`src/rtl/wgk_pkg.sv`:
```
`default_nettype none
package wgk_pkg;

  // input operations
  localparam logic [1:0] OP_LOAD_W   = 2'd0;
  localparam logic [1:0] OP_LOAD_Q   = 2'd1;
  localparam logic [1:0] OP_ROW_ELEM = 2'd2;

  // result kinds
  localparam logic KIND_KERNEL = 1'b0;
  localparam logic KIND_DERIV  = 1'b1;

  // config register indexes
  localparam logic [1:0] REG_INV_SCALE = 2'd0;
  localparam logic [1:0] REG_DIM       = 2'd1;
  localparam logic [1:0] REG_EMIT_DER  = 2'd2;

  localparam logic [16:0] LOG2E_Q16 = 17'd94548;
  localparam logic [22:0] Y_CAP     = 23'd4194304;   // 64.0 in Q.16
  localparam logic [31:0] STEP_Q32  = 32'd4283353945;

  // one row element handed from front to back
  typedef struct packed {
    logic [4:0]         coord;
    logic               first;
    logic               last;
    logic signed [15:0] w;
    logic signed [16:0] diff;    // x - v
  } elem_t;

  typedef logic [16:0] tab_t [256];

  // 2^(-i/256) in Q1.16, built by repeated Q0.32 multiplication
  function automatic tab_t build_exp_tab();
    logic [127:0] acc;
    tab_t         t;
    acc = 128'd1 << 32;
    for (int i = 0; i < 256; i++) begin
      t[i] = 17'((acc + 128'd32768) >> 16);
      acc  = (acc * {96'd0, STEP_Q32}) >> 32;
    end
    return t;
  endfunction

  localparam tab_t EXP_TAB = build_exp_tab();

endpackage
`default_nettype wire

```
`src/rtl/wgk_front.sv`:
```
`default_nettype none
module wgk_front #(
  parameter int MAX_DIM = 32
) (
  input  wire logic          clk,
  input  wire logic          rst_n,
  input  wire logic          in_valid,
  output logic               in_ready,
  input  wire logic [1:0]    in_op,
  input  wire logic [4:0]    in_coord,
  input  wire logic [15:0]   in_value,
  input  wire logic [5:0]    dim,
  output logic               q_valid,
  output wgk_pkg::elem_t     q_data,
  input  wire logic          q_pop
);
  import wgk_pkg::*;

  localparam int DEPTH = (MAX_DIM < 32) ? MAX_DIM : 32;
  localparam int IW    = (DEPTH > 1) ? $clog2(DEPTH) : 1;
  localparam int QD    = 4;

  logic signed [15:0] w_mem [DEPTH];
  logic signed [15:0] v_mem [DEPTH];

  elem_t      fifo_r [QD];
  logic [1:0] wr_ptr_r, rd_ptr_r;
  logic [2:0] cnt_r;

  logic  acc_in, store_ok, push;
  elem_t elem;

  assign in_ready = (cnt_r != 3'(QD));
  assign acc_in   = in_valid && in_ready;
  assign store_ok = ({1'b0, in_coord} < 6'(MAX_DIM));
  assign push     = acc_in && (in_op == OP_ROW_ELEM) && ({1'b0, in_coord} < dim);

  // classify a row element and fetch its weight and query value
  always_comb begin
    elem.coord = in_coord;
    elem.first = (in_coord == 5'd0);
    elem.last  = ({1'b0, in_coord} == dim - 6'd1);
    elem.w     = w_mem[in_coord[IW-1:0]];
    elem.diff  = {in_value[15], in_value} - {v_mem[in_coord[IW-1:0]][15],
                                             v_mem[in_coord[IW-1:0]]};
  end

  // weight and query stores
  always_ff @(posedge clk) begin
    if (acc_in && store_ok) begin
      if (in_op == OP_LOAD_W) w_mem[in_coord[IW-1:0]] <= in_value;
      if (in_op == OP_LOAD_Q) v_mem[in_coord[IW-1:0]] <= in_value;
    end
  end

  // queue payload
  always_ff @(posedge clk) begin
    if (push) fifo_r[wr_ptr_r] <= elem;
  end

  // queue pointers
  always_ff @(posedge clk) begin
    if (!rst_n) begin
      wr_ptr_r <= '0;
      rd_ptr_r <= '0;
      cnt_r    <= '0;
    end else begin
      if (push)  wr_ptr_r <= wr_ptr_r + 2'd1;
      if (q_pop) rd_ptr_r <= rd_ptr_r + 2'd1;
      if (push && !q_pop)      cnt_r <= cnt_r + 3'd1;
      else if (!push && q_pop) cnt_r <= cnt_r - 3'd1;
    end
  end

  assign q_valid = (cnt_r != 3'd0);
  assign q_data  = fifo_r[rd_ptr_r];

endmodule
`default_nettype wire

```
`config.mk`:
```
export PLATFORM = sky130hd
export DESIGN_NAME = wgk_front
export DESIGN_NICKNAME = d
export VERILOG_FILES = /design/src/rtl/wgk_pkg.sv /design/src/rtl/wgk_front.sv
export SDC_FILE = /design/constraint.sdc
export NUM_CORES = 1
export LEC_CHECK = 0
export ABC_AREA = 1
export BUFFER_PORTS_ARGS = -buffer_cell sky130_fd_sc_hd__buf_2
export CORE_ASPECT_RATIO = 1.4
export CORE_MARGIN = 2
export CORE_UTILIZATION = 60
export DETAILED_ROUTE_END_ITERATION = 10
export PLACE_DENSITY = 0.76
export SETUP_SLACK_MARGIN = 0.5
export SYNTH_ARGS = -nofsm -noshare
export SYNTH_HDL_FRONTEND = slang
export SYNTH_SLANG_ARGS = --single-unit
```
`constraint.sdc`:
```
create_clock -name clk -period 8.8 [get_ports clk]
set_clock_uncertainty 0.05 [all_clocks]
set_input_delay 0.88 -clock clk [delete_from_list [all_inputs] [get_ports clk]]
set_output_delay 0.88 -clock clk [all_outputs]
set_load 0.01 [all_outputs]
```
# Yosys cells after proc, flatten, opt, wreduce, memory -nomap -nowiden
# Memory sizes are Yosys's and may differ from the RTL's. A register that Yosys moved wholly into a read port is not among the register bits.
# Index checks and enable logic that the tools add are counted.
[classes]
addsub = 6
n_lt_le_gt_ge = 1
eq_ne = 4
mux = 12
n_reduce_logical = 11
[ops]
columns = ["op", "n"]
rows = [
  ["$sub A16 B16 Y17", 1],
  ["$mux W1", 8],
  ["$eq A5 B6 Y1", 1],
  ["$lt A5 B6 Y1", 1],
  ["$mux W3", 2],
  ["$sub A6 B1 Y6 const B", 1],
  ["$logic_and A1 B1 Y1", 5],
  ["$logic_not A5 Y1", 1],
  ["$add A2 B1 Y2 const B", 2],
  ["$mux W2", 2],
  ["$add A3 B1 Y3 const B", 1],
  ["$ne A3 B3 Y1 const B", 1],
  ["$reduce_bool A3 Y1", 1],
  ["$sub A3 B1 Y3 const B", 1],
  ["$eq A2 B1 Y1 const B", 1],
  ["$eq A2 B2 Y1 const B", 1],
  ["$logic_not A1 Y1", 2],
  ["$logic_not A2 Y1", 1],
  ["$reduce_bool A2 Y1", 1],
]
[word_totals]
reg_bits = 7
ramBits = 1184
memories = 3
[memory_table]
columns = ["name", "words", "word_bits", "read_ports", "rd_clocked_by_memory_dff", "wr", "line", "source"]
rows = [
  ["v_mem", 32, 16, 1, 0, 1, "wgk_front.sv:24", "logic signed [15:0] v_mem [DEPTH];"],
  ["w_mem", 32, 16, 1, 0, 1, "wgk_front.sv:23", "logic signed [15:0] w_mem [DEPTH];"],
  ["fifo_r", 4, 40, 1, 1, 1, "wgk_front.sv:26", "elem_t fifo_r [QD];"],
]

# Longest topological paths before layout
[logic_depth]
depth_word = 8
ltp_mapped = 22

# Least setup slack after synthesis
# Ideal clock, no wire load.
[synth_timing]
path_type = "input port to flip-flop"
from = "in in_coord[0]"
to = "mem fifo_r[0][0] in the netlist's numbering, enable pin"
arrival_ns = 3.953
required_time_ns = 8.313
setup_slack_ns = 4.360
stages = 10
cell_sequence = "inv_2 > clkbuf_1 > clkbuf_1 > ha_1 > inv_1 > a21oi_1 > nor2_1 > nor2_1 > nand2_1 > nor2_1"
[synth_via]
elab_chain_len = 4
[synth_rtl]
columns = ["item", "line", "source"]
rows = [
  ["start, declared", "wgk_front.sv:10", "input wire logic [4:0] in_coord,"],
  ["$lt A5 B6 Y1", "wgk_front.sv:36", "assign push = acc_in && (in_op == OP_ROW_ELEM) && ({1'b0, in_coord} < dim);"],
  ["$logic_and A1 B1 Y1", "wgk_front.sv:36", ""],
  ["$mux W1", "wgk_front.sv:58", "if (push) fifo_r[wr_ptr_r] <= elem;"],
  ["$mux W1 (not written as such)", "wgk_front.sv:58", ""],
  ["end, declared", "wgk_front.sv:26", ""],
]
# No other way between the ends.

# Worst setup path after layout
[layout_timing]
from = "in in_coord[1]"
to = "mem v_mem[5][14], enable pin"
[layout_lines]
columns = ["item", "line"]
rows = [
  ["end, declared", "wgk_front.sv:24"],
]
# Straight into the memory's write port.

==> run_results.csv <==
group,metric,value,unit
placed_design,post-dp-hpwl,73.9,mm
sta,finalSetupViolations,0,
global_routing,grt_overflow_total,0,
power_and_ir_drop,peakVddDrop,0.194,mV
yosys,mappedNetlistNets,4424,
cells_and_area,mostFrequentLayoutCell,"sky130_fd_sc_hd__nand2_1",
worst_setup_path,critPathRequiredTime,9.06,ns
power_and_ir_drop,finalPower,11.7,mW
yosys,post_synthesis_cells,4362,
floorplanning,floorplan.die.width,246,um
worst_setup_path,endpoint,"v_mem[5][14]",
power_and_ir_drop,power_per_cell_area,214,mW/mm^2
placed_design,gp_routability_congestion,0.876,
sta,totalNegativeSetupSlack,0,ns
yosys,syn_area_per_cell,11.3,sq um
worst_setup_path,timing.critical_path.depth,5,
floorplanning,i_o_pin_count,75,
floorplanning,initial_core_util,0.605,
cells_and_area,sequential_cell_area,0.0357,sq mm
floorplanning,core_area,0.0816,sq mm
placed_design,placed_cells_incl_taps,5381,
sta,rsz0062_at_grt,"no",
worst_setup_path,arrival,4.71,ns
route,totalWireLength,130,mm
route,drt-wirelength-per-cell,23.4,um
sta,slew_headroom,0.170,
yosys,synth_top_flop_cell,"sky130_fd_sc_hd__edfxtp_1",
power_and_ir_drop,leakagePower,20.6,nW
sta,maxClockFrequency,225,MHz
global_routing,grt_start_max_net_pins,207,
route,detail_route.iter0.violations,3993,
worst_setup_path,worst_r2r_endpoint,"fifo_r[1][10]",
clock_tree,clock-root-buffer,"sky130_fd_sc_hd__clkbuf_16",
worst_setup_path,critical_path.endpoint_type,"register",
floorplanning,die_height,343,um
worst_setup_path,setup.worst_path.class,"in -> reg",
clock_tree,cts_tree,"done",
global_routing,grt_util_all_layers,0.311,
yosys,yosys.area.top_type,"sky130_fd_sc_hd__edfxtp_1",
worst_setup_path,regToRegSetupSlack,5.54,ns
route,vias,33300,
yosys,synth_largest_type_area_fraction,0.721,
yosys,yosys_register_bits,1193,
outcome,status,"finished clean",
global_routing,grt_first_pass_wirelength,193,mm
hold_path,holdCritPathClass,"reg -> reg",
worst_setup_path,crit-reg2reg-launch,"v_mem[21][0]",
worst_setup_path,path_cells,"buf_8 -> inv_8 -> buf_4 -> nand2_1 -> nor3_2",
yosys,post_synth_main_area_contributors,"sky130_fd_sc_hd__edfxtp_1 (72%), sky130_fd_sc_hd__nand2_1 (14%), sky130_fd_sc_hd__nand3_1 (4.2%), sky130_fd_sc_hd__nand4_1 (1.5%), sky130_fd_sc_hd__clkbuf_1 (1.2%)",
worst_setup_path,critical-path-top-delay-family,"simple AND/OR/NAND/NOR gates",
clock_tree,cts_hold_buf,0,
yosys,synthDistinctLibCells,28,
worst_setup_path,r2r_cells,16,
placed_design,numPortBuffers,74,
worst_setup_path,crit_path_max_incr_delay,1.23,ns
worst_setup_path,critPathMaxFanout,112,
route,firstDrtPassIters,6,
global_routing,grt_pass1_vias,32000,
route,remaining_drc_errors,0,
route,drt-vias-per-instance,5.97,
yosys,ys_warn_count,0,
clock_tree,cts.repair.resized,0,
cells_and_area,fin_nets,4479,
route,detail-route-antenna-nets,0,
worst_setup_path,critPathLaunch,"in_coord[1]",
worst_setup_path,critPathLaunchType,"primary input",
cells_and_area,synthToLayoutAreaGrowth,10.8,%
worst_setup_path,worstPathBufferInverterCount,3,
clock_tree,clock_sink_count,1193,
worst_setup_path,worst_path_max_delay_cell,"sky130_fd_sc_hd__nor3_2",
sta,worst_margin_slew,1.24,ns
clock_tree,post-cts-setup-buffers,0,
clock_tree,cts.clk_slew.worst_paths,0.06,ns
yosys,ys_seq_area_frac,0.724,
run,maxCapViolCount,0,
global_routing,antenna_found_initial,3,
clock_tree,num_cts_buffers,104,
cells_and_area,layout_common_cells,"sky130_fd_sc_hd__nand2_1 (1826), sky130_fd_sc_hd__edfxtp_1 (1184), sky130_fd_sc_hd__nand3_1 (412)",
cells_and_area,layout.filler_cells,5877,
sta,clock_period_minus_worst_slack,4.45,ns
clock_tree,cts_max_path_buffers,3,
clock_tree,cts_max_level,3,
yosys,synthesis.area,0.0493,sq mm
cells_and_area,final_layout_size_suffix_gt1_frac,0.0980,
cells_and_area,multiInputGateArea,0.0124,sq mm
cells_and_area,final-instance-count-excl-fill,5573,
floorplanning,fp-row-count,124,
sta,finalMaxSlewViolations,0,
sta,hold_violation_count_in_the_final_report,0,
floorplanning,die_area,0.0846,sq mm
clock_tree,insertion_delay,0.72,ns
yosys,async_flop_share,0,
yosys,synth-edff-count,1184,
sta,period_utilization,0.506,
-- registers in the layout, indices dropped and copies added, names as in the netlist, named ones only --
register  count
cnt_r         3
fifo_r      160
rd_ptr_r      2
v_mem       512
w_mem       512
wr_ptr_r      2
-- kinds of logic (layout without fill, tap and decap cells) --
group                      count (synthesis)  after routing  share of synthesized area
other                                      0              1                          0
buffers and inverters                    389            528                     0.0315
adders and majority gates                 29             29                    0.00766
AOI/OAI and AO/OA                        145            145                     0.0158
and+or+nand+nor                         2595           2595                      0.219
xor gates and xnor gates                  11             11                    0.00195
DFF                                     1193           1193                      0.724
-- layer usage --
metal | vias to the layer above | global-route usage | share of wire | wire length [um]
met1 | 16000 | 0.386 | 0.35 | 45800
met5 | - | 0 | 0 | 0
met4 | 0 | 0.216 | 0.076 | 9940
li1 | 15100 | - | - | -
met2 | 1820 | 0.504 | 0.48 | 63100
met3 | 397 | 0.0478 | 0.089 | 11600
-- layout make-up --
cell class	instances	share of cell area
well taps	1071	0.0245
inverters	147	0.0105
multi-input cells	2780	0.227
clock inverters	67	0.0116
repair buffers	191	0.0237
clock buffers	123	0.0493
flip-flops and latches	1193	0.654
diodes	1	0.0000458
-- how the worst min path moves through the flow --
stage,startpoint,endpoint,slack (ns),depth (start not counted)
2_1_floorplan,rd_ptr_r[1],register,0.36,1
3_3_place_gp,rd_ptr_r[1],rd_ptr_r[1],0.38,1
3_5_place_dp,rd_ptr_r[1],rd_ptr_r[1],0.39,1
4_1_cts,rd_ptr_r[1],rd_ptr_r[1],0.40,1
5_1_grt,rd_ptr_r[1],rd_ptr_r[1],0.43,1
6_report,rd_ptr_r[1],rd_ptr_r[1],0.40,1
-- metrics by stage --
stage          area (sq um)  hold slack (ns)   util  setup slack, ns
2_1_floorplan         49300            0.362      -             4.36
3_3_place_gp          51300            0.377  0.629             3.70
3_5_place_dp          51300            0.392  0.629             3.61
4_1_cts               54700            0.402  0.670             4.33
5_1_grt               54700            0.428  0.670             4.08
6_report              54700            0.401  0.670             4.35
-- synth_stat cells, types with 27 or more instances --
cell                          n
sky130_fd_sc_hd__edfxtp_1  1184
sky130_fd_sc_hd__ha_1        27
sky130_fd_sc_hd__nor2_1     153
sky130_fd_sc_hd__nand2_1   1826
sky130_fd_sc_hd__nand4_1    120
sky130_fd_sc_hd__inv_1      125
sky130_fd_sc_hd__nand3_1    414
sky130_fd_sc_hd__clkbuf_1   156
sky130_fd_sc_hd__o21ai_0     86
sky130_fd_sc_hd__nor3_1      60
sky130_fd_sc_hd__buf_2       56
sky130_fd_sc_hd__o22ai_1     40
-- where the power goes --
group,total [mW],internal (mW),leakage (nW),switching [mW]
combinational,0.876,0.207,8.28,0.670
sequential,6.32,6.31,10.7,0.00743
clock,4.51,2.49,1.63,2.02
(Power assumes the default switching activity.)
